[config.mk]
export PLATFORM = sky130hd
export DESIGN_NAME = free_slot_bitmap_allocator
export DESIGN_NICKNAME = d
export VERILOG_FILES = /design/src/fsp_pkg.sv /design/src/fsp_bitmap_mem.sv /design/src/fsp_word_scan.sv /design/src/free_slot_bitmap_allocator.sv
export SDC_FILE = /design/constraint.sdc
export NUM_CORES = 1
export LEC_CHECK = 0
export BUFFER_PORTS_ARGS = -buffer_cell sky130_fd_sc_hd__clkbuf_2
export CORE_MARGIN = 4
export CORE_UTILIZATION = 45
export DETAILED_ROUTE_END_ITERATION = 10
export SLEW_MARGIN = 0
export SYNTH_ARGS = -nofsm -noshare
export SYNTH_HDL_FRONTEND = slang
export SYNTH_SLANG_ARGS = --single-unit
[constraint.sdc]
create_clock -name aclk -period 6.4 [get_ports aclk]
set_input_delay 0.32 -clock aclk [delete_from_list [all_inputs] [get_ports aclk]]
set_output_delay 0.32 -clock aclk [all_outputs]
set_load 0.01 [all_outputs]
[src/fsp_pkg.sv]
`default_nettype none

package fsp_pkg;

    // Geometry of the occupancy memory
    localparam int WORD_BITS         = 32;
    localparam int OFF_W             = $clog2(WORD_BITS);
    localparam int MAX_SLOTS_DEFAULT = 256;

    // Field widths
    localparam int MODE_W         = 2;
    localparam int SLOT_W         = 8;
    localparam int RECORD_COUNT_W = 9;

    localparam logic [RECORD_COUNT_W-1:0] RECORD_COUNT_RESET = 9'd256;

    // Operation codes
    localparam logic [MODE_W-1:0] MODE_FIND = 2'd0;
    localparam logic [MODE_W-1:0] MODE_FREE = 2'd1;
    localparam logic [MODE_W-1:0] MODE_USED = 2'd2;

    typedef struct packed {
        logic [MODE_W-1:0] mode;
        logic [SLOT_W-1:0] slot;
    } req_t;

    typedef struct packed {
        logic              found;
        logic [SLOT_W-1:0] free_slot;
    } res_t;

    typedef struct packed {
        logic rd_en;
        logic wr_en;
    } mem_ctl_t;

    typedef enum logic [1:0] {
        ST_IDLE,
        ST_READ,
        ST_EVAL
    } state_t;

endpackage

`default_nettype wire

[src/fsp_bitmap_mem.sv]
`default_nettype none

module fsp_bitmap_mem #(
    parameter int NUM_WORDS = 8,
    parameter int ADDR_W    = 3
) (
    input  wire logic                         aclk,
    input  wire logic                         aresetn,
    input  wire fsp_pkg::mem_ctl_t            ctl,
    input  wire logic [ADDR_W-1:0]            addr,
    input  wire logic [fsp_pkg::WORD_BITS-1:0] wr_data,
    output logic      [fsp_pkg::WORD_BITS-1:0] rd_data
);

    logic [fsp_pkg::WORD_BITS-1:0] mem_reg [NUM_WORDS];
    logic [fsp_pkg::WORD_BITS-1:0] rd_data_reg;
    logic                          rd_valid_reg;
    logic [NUM_WORDS-1:0]          row_valid_reg;

    // Mark rows as written; a row never written reads as all free
    always_ff @(posedge aclk) begin
        if (!aresetn) begin
            row_valid_reg <= '0;
        end else if (ctl.wr_en) begin
            row_valid_reg[addr] <= 1'b1;
        end
    end

    // Write port
    always_ff @(posedge aclk) begin
        if (ctl.wr_en) begin
            mem_reg[addr] <= wr_data;
        end
    end

    // Registered read port
    always_ff @(posedge aclk) begin
        if (ctl.rd_en) begin
            rd_data_reg  <= mem_reg[addr];
            rd_valid_reg <= row_valid_reg[addr];
        end
    end

    assign rd_data = rd_valid_reg ? rd_data_reg : '0;

endmodule

`default_nettype wire

[src/fsp_word_scan.sv]
`default_nettype none

module fsp_word_scan #(
    parameter int ADDR_W = 3,
    parameter int CNT_W  = 9
) (
    input  wire logic [fsp_pkg::WORD_BITS-1:0] word,
    input  wire logic [ADDR_W-1:0]             addr,
    input  wire logic [CNT_W-1:0]              eff_count,
    output logic                               hit,
    output logic [fsp_pkg::SLOT_W-1:0]         hit_slot
);

    localparam int IDX_W = ADDR_W + fsp_pkg::OFF_W;
    localparam int CMP_W = (IDX_W > CNT_W) ? IDX_W : CNT_W;
    localparam int EXT_W = (IDX_W > fsp_pkg::SLOT_W) ? IDX_W : fsp_pkg::SLOT_W;

    logic [IDX_W-1:0] hit_idx;
    logic [IDX_W-1:0] bit_idx;
    logic [EXT_W-1:0] hit_ext;

    // Find lowest free bit whose slot lies below the effective count
    always_comb begin
        hit     = 1'b0;
        hit_idx = '0;
        bit_idx = '0;
        for (int b = fsp_pkg::WORD_BITS - 1; b >= 0; b--) begin
            bit_idx = {addr, fsp_pkg::OFF_W'(b)};
            if (!word[b] && (CMP_W'(bit_idx) < CMP_W'(eff_count))) begin
                hit     = 1'b1;
                hit_idx = bit_idx;
            end
        end
    end

    // Report the low byte of the slot index, zero on a miss
    assign hit_ext  = EXT_W'(hit_idx);
    assign hit_slot = hit_ext[fsp_pkg::SLOT_W-1:0];

endmodule

`default_nettype wire

[src/free_slot_bitmap_allocator.sv]
`default_nettype none

// Mark requests in range pass through the read and modify-write states before the next ready; marks out of
// range and the unused mode are dropped.
// Find scans W of the 32-bit words (1 to ceil(MAX_SLOTS/32)), with one read and one evaluate state
// each, and stops at the first hit or the last word; its result is registered after the last evaluate.
// The last evaluate holds while an earlier result still waits in the output register.
// Reset (synchronous, active low) clears per-word valid flags, sets record_count to 256.
module free_slot_bitmap_allocator #(
    parameter int MAX_SLOTS = fsp_pkg::MAX_SLOTS_DEFAULT
) (
    input  wire logic                                aclk,
    input  wire logic                                aresetn,
    input  wire logic                                cfg_wr_en,
    input  wire logic [fsp_pkg::RECORD_COUNT_W-1:0]  cfg_wr_data,
    input  wire logic                                s_valid,
    output logic                                     s_ready,
    input  wire fsp_pkg::req_t                       s_req,
    output logic                                     m_valid,
    input  wire logic                                m_ready,
    output fsp_pkg::res_t                            m_res
);

    localparam int NUM_WORDS = (MAX_SLOTS + fsp_pkg::WORD_BITS - 1) / fsp_pkg::WORD_BITS;
    localparam int ADDR_W    = (NUM_WORDS > 1) ? $clog2(NUM_WORDS) : 1;
    localparam int CNT_W     = ($clog2(MAX_SLOTS + 1) > fsp_pkg::RECORD_COUNT_W) ?
                               $clog2(MAX_SLOTS + 1) : fsp_pkg::RECORD_COUNT_W;
    localparam logic [CNT_W-1:0]  MAX_CNT   = CNT_W'(MAX_SLOTS);
    localparam logic [ADDR_W-1:0] LAST_ADDR = ADDR_W'(NUM_WORDS - 1);

    fsp_pkg::state_t                       state_reg, state_next;
    logic [ADDR_W-1:0]                     addr_reg, addr_next;
    logic [fsp_pkg::MODE_W-1:0]            mode_reg, mode_next;
    logic [fsp_pkg::OFF_W-1:0]             off_reg, off_next;
    logic [fsp_pkg::RECORD_COUNT_W-1:0]    record_count_reg;
    logic                                  m_valid_reg, m_valid_next;
    fsp_pkg::res_t                         m_res_reg, m_res_next;

    logic [CNT_W-1:0]                      rc_ext;
    logic [CNT_W-1:0]                      eff_count;
    logic [CNT_W-1:0]                      slot_ext;
    logic [CNT_W-1:0]                      slot_shift;
    logic                                  slot_in_range;
    logic                                  out_free;
    logic                                  is_mark;

    fsp_pkg::mem_ctl_t                     mem_ctl;
    logic [fsp_pkg::WORD_BITS-1:0]         rd_data;
    logic [fsp_pkg::WORD_BITS-1:0]         wr_data;
    logic                                  hit;
    logic [fsp_pkg::SLOT_W-1:0]            hit_slot;

    // Effective count is the smaller of the register and the capacity
    assign rc_ext        = CNT_W'(record_count_reg);
    assign eff_count     = (rc_ext > MAX_CNT) ? MAX_CNT : rc_ext;
    assign slot_ext      = CNT_W'(s_req.slot);
    assign slot_shift    = slot_ext >> fsp_pkg::OFF_W;
    assign slot_in_range = slot_ext < eff_count;
    assign is_mark       = (s_req.mode == fsp_pkg::MODE_FREE) ||
                           (s_req.mode == fsp_pkg::MODE_USED);
    assign out_free      = !m_valid_reg || m_ready;

    // Hold the configuration register
    always_ff @(posedge aclk) begin
        if (!aresetn) begin
            record_count_reg <= fsp_pkg::RECORD_COUNT_RESET;
        end else if (cfg_wr_en) begin
            record_count_reg <= cfg_wr_data;
        end
    end

    // Control and result registers
    always_ff @(posedge aclk) begin
        if (!aresetn) begin
            state_reg   <= fsp_pkg::ST_IDLE;
            m_valid_reg <= 1'b0;
        end else begin
            state_reg   <= state_next;
            m_valid_reg <= m_valid_next;
        end
    end

    // Operation and result payload
    always_ff @(posedge aclk) begin
        addr_reg  <= addr_next;
        mode_reg  <= mode_next;
        off_reg   <= off_next;
        m_res_reg <= m_res_next;
    end

    // Sequence one request through read and evaluate, and write back for a mark
    always_comb begin
        state_next    = state_reg;
        addr_next     = addr_reg;
        mode_next     = mode_reg;
        off_next      = off_reg;
        m_res_next    = m_res_reg;
        m_valid_next  = m_valid_reg && !m_ready;
        mem_ctl.rd_en = 1'b0;
        mem_ctl.wr_en = 1'b0;
        wr_data       = rd_data;
        s_ready       = 1'b0;

        unique case (state_reg)
            fsp_pkg::ST_IDLE: begin
                s_ready   = 1'b1;
                mode_next = s_req.mode;
                off_next  = slot_ext[fsp_pkg::OFF_W-1:0];
                if (s_valid) begin
                    if (s_req.mode == fsp_pkg::MODE_FIND) begin
                        addr_next  = '0;
                        state_next = fsp_pkg::ST_READ;
                    end else if (is_mark && slot_in_range) begin
                        addr_next  = slot_shift[ADDR_W-1:0];
                        state_next = fsp_pkg::ST_READ;
                    end
                end
            end
            fsp_pkg::ST_READ: begin
                mem_ctl.rd_en = 1'b1;
                state_next    = fsp_pkg::ST_EVAL;
            end
            fsp_pkg::ST_EVAL: begin
                if (mode_reg == fsp_pkg::MODE_FIND) begin
                    if (hit || (addr_reg == LAST_ADDR)) begin
                        // Deliver once the result register is free
                        if (out_free) begin
                            m_valid_next         = 1'b1;
                            m_res_next.found     = hit;
                            m_res_next.free_slot = hit_slot;
                            state_next           = fsp_pkg::ST_IDLE;
                        end
                    end else begin
                        addr_next  = addr_reg + ADDR_W'(1);
                        state_next = fsp_pkg::ST_READ;
                    end
                end else begin
                    // Set or clear the slot bit and write the word back
                    wr_data[off_reg] = (mode_reg == fsp_pkg::MODE_USED);
                    mem_ctl.wr_en    = 1'b1;
                    state_next       = fsp_pkg::ST_IDLE;
                end
            end
            default: begin
                state_next = fsp_pkg::ST_IDLE;
            end
        endcase
    end

    fsp_bitmap_mem #(
        .NUM_WORDS (NUM_WORDS),
        .ADDR_W    (ADDR_W)
    ) u_mem (
        .aclk    (aclk),
        .aresetn (aresetn),
        .ctl     (mem_ctl),
        .addr    (addr_reg),
        .wr_data (wr_data),
        .rd_data (rd_data)
    );

    fsp_word_scan #(
        .ADDR_W (ADDR_W),
        .CNT_W  (CNT_W)
    ) u_scan (
        .word      (rd_data),
        .addr      (addr_reg),
        .eff_count (eff_count),
        .hit       (hit),
        .hit_slot  (hit_slot)
    );

    assign m_valid = m_valid_reg;
    assign m_res   = m_res_reg;

    // A new result only comes out of the evaluate step of a find
    a_result_from_find: assert property (@(posedge aclk) disable iff (!aresetn)
        $rose(m_valid_reg) |->
            $past(state_reg == fsp_pkg::ST_EVAL) && $past(mode_reg == fsp_pkg::MODE_FIND))
        else $error("result produced outside a find evaluation");

    // A miss always reports slot zero
    a_miss_zero: assert property (@(posedge aclk) disable iff (!aresetn)
        m_valid_reg && !m_res_reg.found |-> m_res_reg.free_slot == '0)
        else $error("miss carries a nonzero slot");

    // Write back only happens for a mark request
    a_write_on_mark: assert property (@(posedge aclk) disable iff (!aresetn)
        mem_ctl.wr_en |-> (state_reg == fsp_pkg::ST_EVAL) && (mode_reg != fsp_pkg::MODE_FIND))
        else $error("memory written outside a mark request");

    // Every read is followed by an evaluate cycle
    a_read_then_eval: assert property (@(posedge aclk) disable iff (!aresetn)
        state_reg == fsp_pkg::ST_READ |=> state_reg == fsp_pkg::ST_EVAL)
        else $error("read not followed by evaluation");

endmodule

`default_nettype wire
==> run summary <==
R2r setup slk -> 1870 ps
Post-synth top cells -> edfxtp_1 (308), a22oi_1 (155), nand2_1 (55)
Cell count of the worst reg-to-reg path -> 9
Die span in x -> 183 um
Largest family of logic cells by synthesized area -> compound AO/OA/AOI/OAI gates
Pwr Total -> 4670 uW
Register area share after synthesis -> 0.700
Total number of vias -> 8818
Reg2reg start -> rc_ext[8]
Crit path buf inv count -> 1
Simple logic cell fraction of the synthesized area -> 0.101
Synthesized instance count -> 959
Synth Area in Adders -> 0.0127
Full die area -> 33500 sq um
Number of flip-flops in the largest register -> 256
Crit-path cells -> nand2b_1 > inv_1 > ha_1 > and4b_1 > a32oi_2 > o31a_1 > nor4_4 > nand3b_2 > and3b_1
Initial antenna violation count -> 0
Pins Over Slew Limit -> 0
WHS Endpoint -> mode_reg[1]
CTS tree -> done
Routed WL -> 36600 um
Async SR Flop Fraction -> 0
Final Critical Period -> 4530 ps
Syn avg cell area -> 14.4 sq um
Most used DFF post-synth -> edfxtp_1
Outcome -> completed
Final core utilization -> 0.518
Warnings, synthesis -> 0
DR iter-0 viols -> 716
Ant diodes -> 0
Worst reg2reg endpoint -> m_res[2]
Layout Skew -> 18.8 ps
Most common cell in the netlist -> edfxtp_1
Core area -> 30000 sq um
Initial Util -> 0.460
DRC viols -> 0
Ranking of synthesized cells by area -> edfxtp_1 (67%), a22oi_1 (8.4%), dfxtp_1 (2.9%), nand4_1 (1.8%), nand2_1 (1.5%)
Worst-Margin Slew -> 1090 ps
Hold Path Class -> in -> reg
PortBufs -> 34
Worst slack at placement -> 1930 ps
Rel. slew slack -> 0.271
All-Layer GR Usage -> 0.214
Count of different cell masters after synthesis -> 85
Fin crit share -> 0.708
Clock latency on the worst-skew pair -> 520 ps
Worst Hold Depth -> 1
Crit start category -> flip-flop
Lkg Pwr -> 0.00506 uW
Multiplexer share of the synthesized area -> 0.00799
Post-synth EDFFs -> 308
Worst Path Max Fanout -> 28
Syn Nets -> 997
Power Density -> 301 nW/um^2
Reg clk slew, reported paths -> 60 ps
Layout cell share with drive strength beyond 1 -> 0.143
First-pass DRT Iterations -> 5
Post-synthesis compound-gate area fraction -> 0.155
Post-CTS Setup Bufs -> 0
TritonCTS buffer count -> 34
Yosys top cell by area -> edfxtp_1
Fmax -> 221 MHz
Data arrival, critical path -> 4740 ps
Clk buf depth -> 3
Fillcell total -> 2483
Delay-heaviest family, CP -> simple AND/OR/NAND/NOR gates
Final #Nets -> 1034
Antenna viol nets, final -> 0
Synth top area share -> 0.671
Slowest stage delay, CP -> 940 ps
CTS root buf -> clkbuf_16
Vias in the first global route -> 8582
Synthesized area -> 13800 sq um
Final hold violation count -> 0
MaxCap Viol Count -> 0
Seq cells post-synth -> 328
Synth-to-layout area growth -> 12.7%
First-pass GRT wire length -> 54300 um
Clk sinks -> 328
GPL Wtd Cong -> 0.967
Die height -> 183 um
I/O pins -> 35
Worst endpoint required time -> 6610 ps
Post-Synth XOR/XNOR Area -> 0
PnR worst setup slack -> 1870 ps
Crit path kind -> reg -> reg
Largest net degree at the start of global routing -> 51
Global route overflow -> 0
Finish-stage setup viols -> 0
Worst VDD drop -> 0.122 mV
Worst setup EP type -> flip-flop
Rows -> 63
Post-DP HPWL -> 22000 um
Routed len/inst -> 26.0 um
H-tree depth -> 2
Setup TNS -> 0 ps
Cell with the largest stage delay on the worst path -> and4b_1
Worst hold start -> s_req[9]
Unrepaired setup endpoints after global routing -> false
Drt via density -> 6.25
-- cell families (layout without fill, tap and decap cells) --
group / Yosys count / in the layout
flip-flops: 328 / 328
AO/OA/AOI/OAI: 292 / 292
AND/OR/NAND/NOR: 249 / 249
buffers and inverters: 65 / 127
multiplexers: 11 / 11
adder cells (fa/ha/maj): 14 / 14
-- cell type report --
cell class | instances | area, sq um | share of cell area
flip-flops and latches | 328 | 9650 | 0.621
multi-input cells | 566 | 3920 | 0.253
clock buffers | 43 | 906 | 0.0583
well taps | 390 | 488 | 0.0314
repair buffers | 56 | 340 | 0.0219
clock inverters | 18 | 183 | 0.0118
inverters | 10 | 37.5 | 0.00242
-- layer usage --
layer | up-vias | GRT usage | share of wire | wire length (um)
li1 | 3977 | - | - | -
met4 | 0 | 0.0676 | 0.029 | 1050
met3 | 63 | 0.0351 | 0.070 | 2550
met2 | 332 | 0.335 | 0.46 | 16800
met1 | 4446 | 0.310 | 0.44 | 16200
met5 | - | 0 | 0 | 0
-- cells in the final DEF (no fill, tap or decap), types with 5 or more instances in the layout --
cell         n
nand2b_1    12
inv_1        8
nor2_4       5
dfxtp_1     20
nand3_1      7
a22oi_1    155
nor3b_2      5
clkbuf_16   35
a21oi_1     36
clkbuf_1     8
clkinv_1     9
ha_1        14
edfxtp_1   308
clkbuf_2    34
and2_1      10
nor3_2       5
nand3b_1     6
a31oi_1     12
nor2b_4      6
nor2_1      46
clkinv_2     5
o211ai_1     6
mux2i_1     11
nand2_1     55
nor2b_1      5
nand4_1     39
buf_4       20
nor3_1      14
o21ai_0     20
and3b_1      5
a32oi_1      5
-- how the worst max path moves through the flow --
| stage | start | endpoint | slack [ps] | depth (start not counted) |
|---|---|---|---|---|
| floorplan | state_reg[1] | u_mem.mem_reg[3][0] | 2680 | 4 |
| global placement | rc_ext[8] | m_res[3] | 2000 | 9 |
| detailed placement | rc_ext[8] | m_res[1] | 1930 | 9 |
| CTS | rc_ext[8] | m_res[3] | 1900 | 9 |
| global route | rc_ext[8] | addr_reg[0] | 1610 | 10 |
| finish | rc_ext[8] | m_res[2] | 1870 | 9 |
-- where the power goes --
part	internal, uW	switching, uW	total (uW)
logic	103	215	318
registers	2390	44.0	2430
clock network	1130	792	1920
-- through the flow --
step           instances  hold WS, ps  cell area (sq um)
2_1_floorplan        959          382              13800
3_3_place_gp        1348          452              14400
3_5_place_dp        1348          464              14400
4_1_cts             1411        0.624              15500
5_1_grt             1411         8.15              15500
6_report            1411         17.5              15500
-- what timing repair did --
item,CTS,global route
hold buffers,2,0
endpoints found under the hold margin,2,0
resized for setup,0,0
Note: power is estimated with default switching activity, not from simulation.
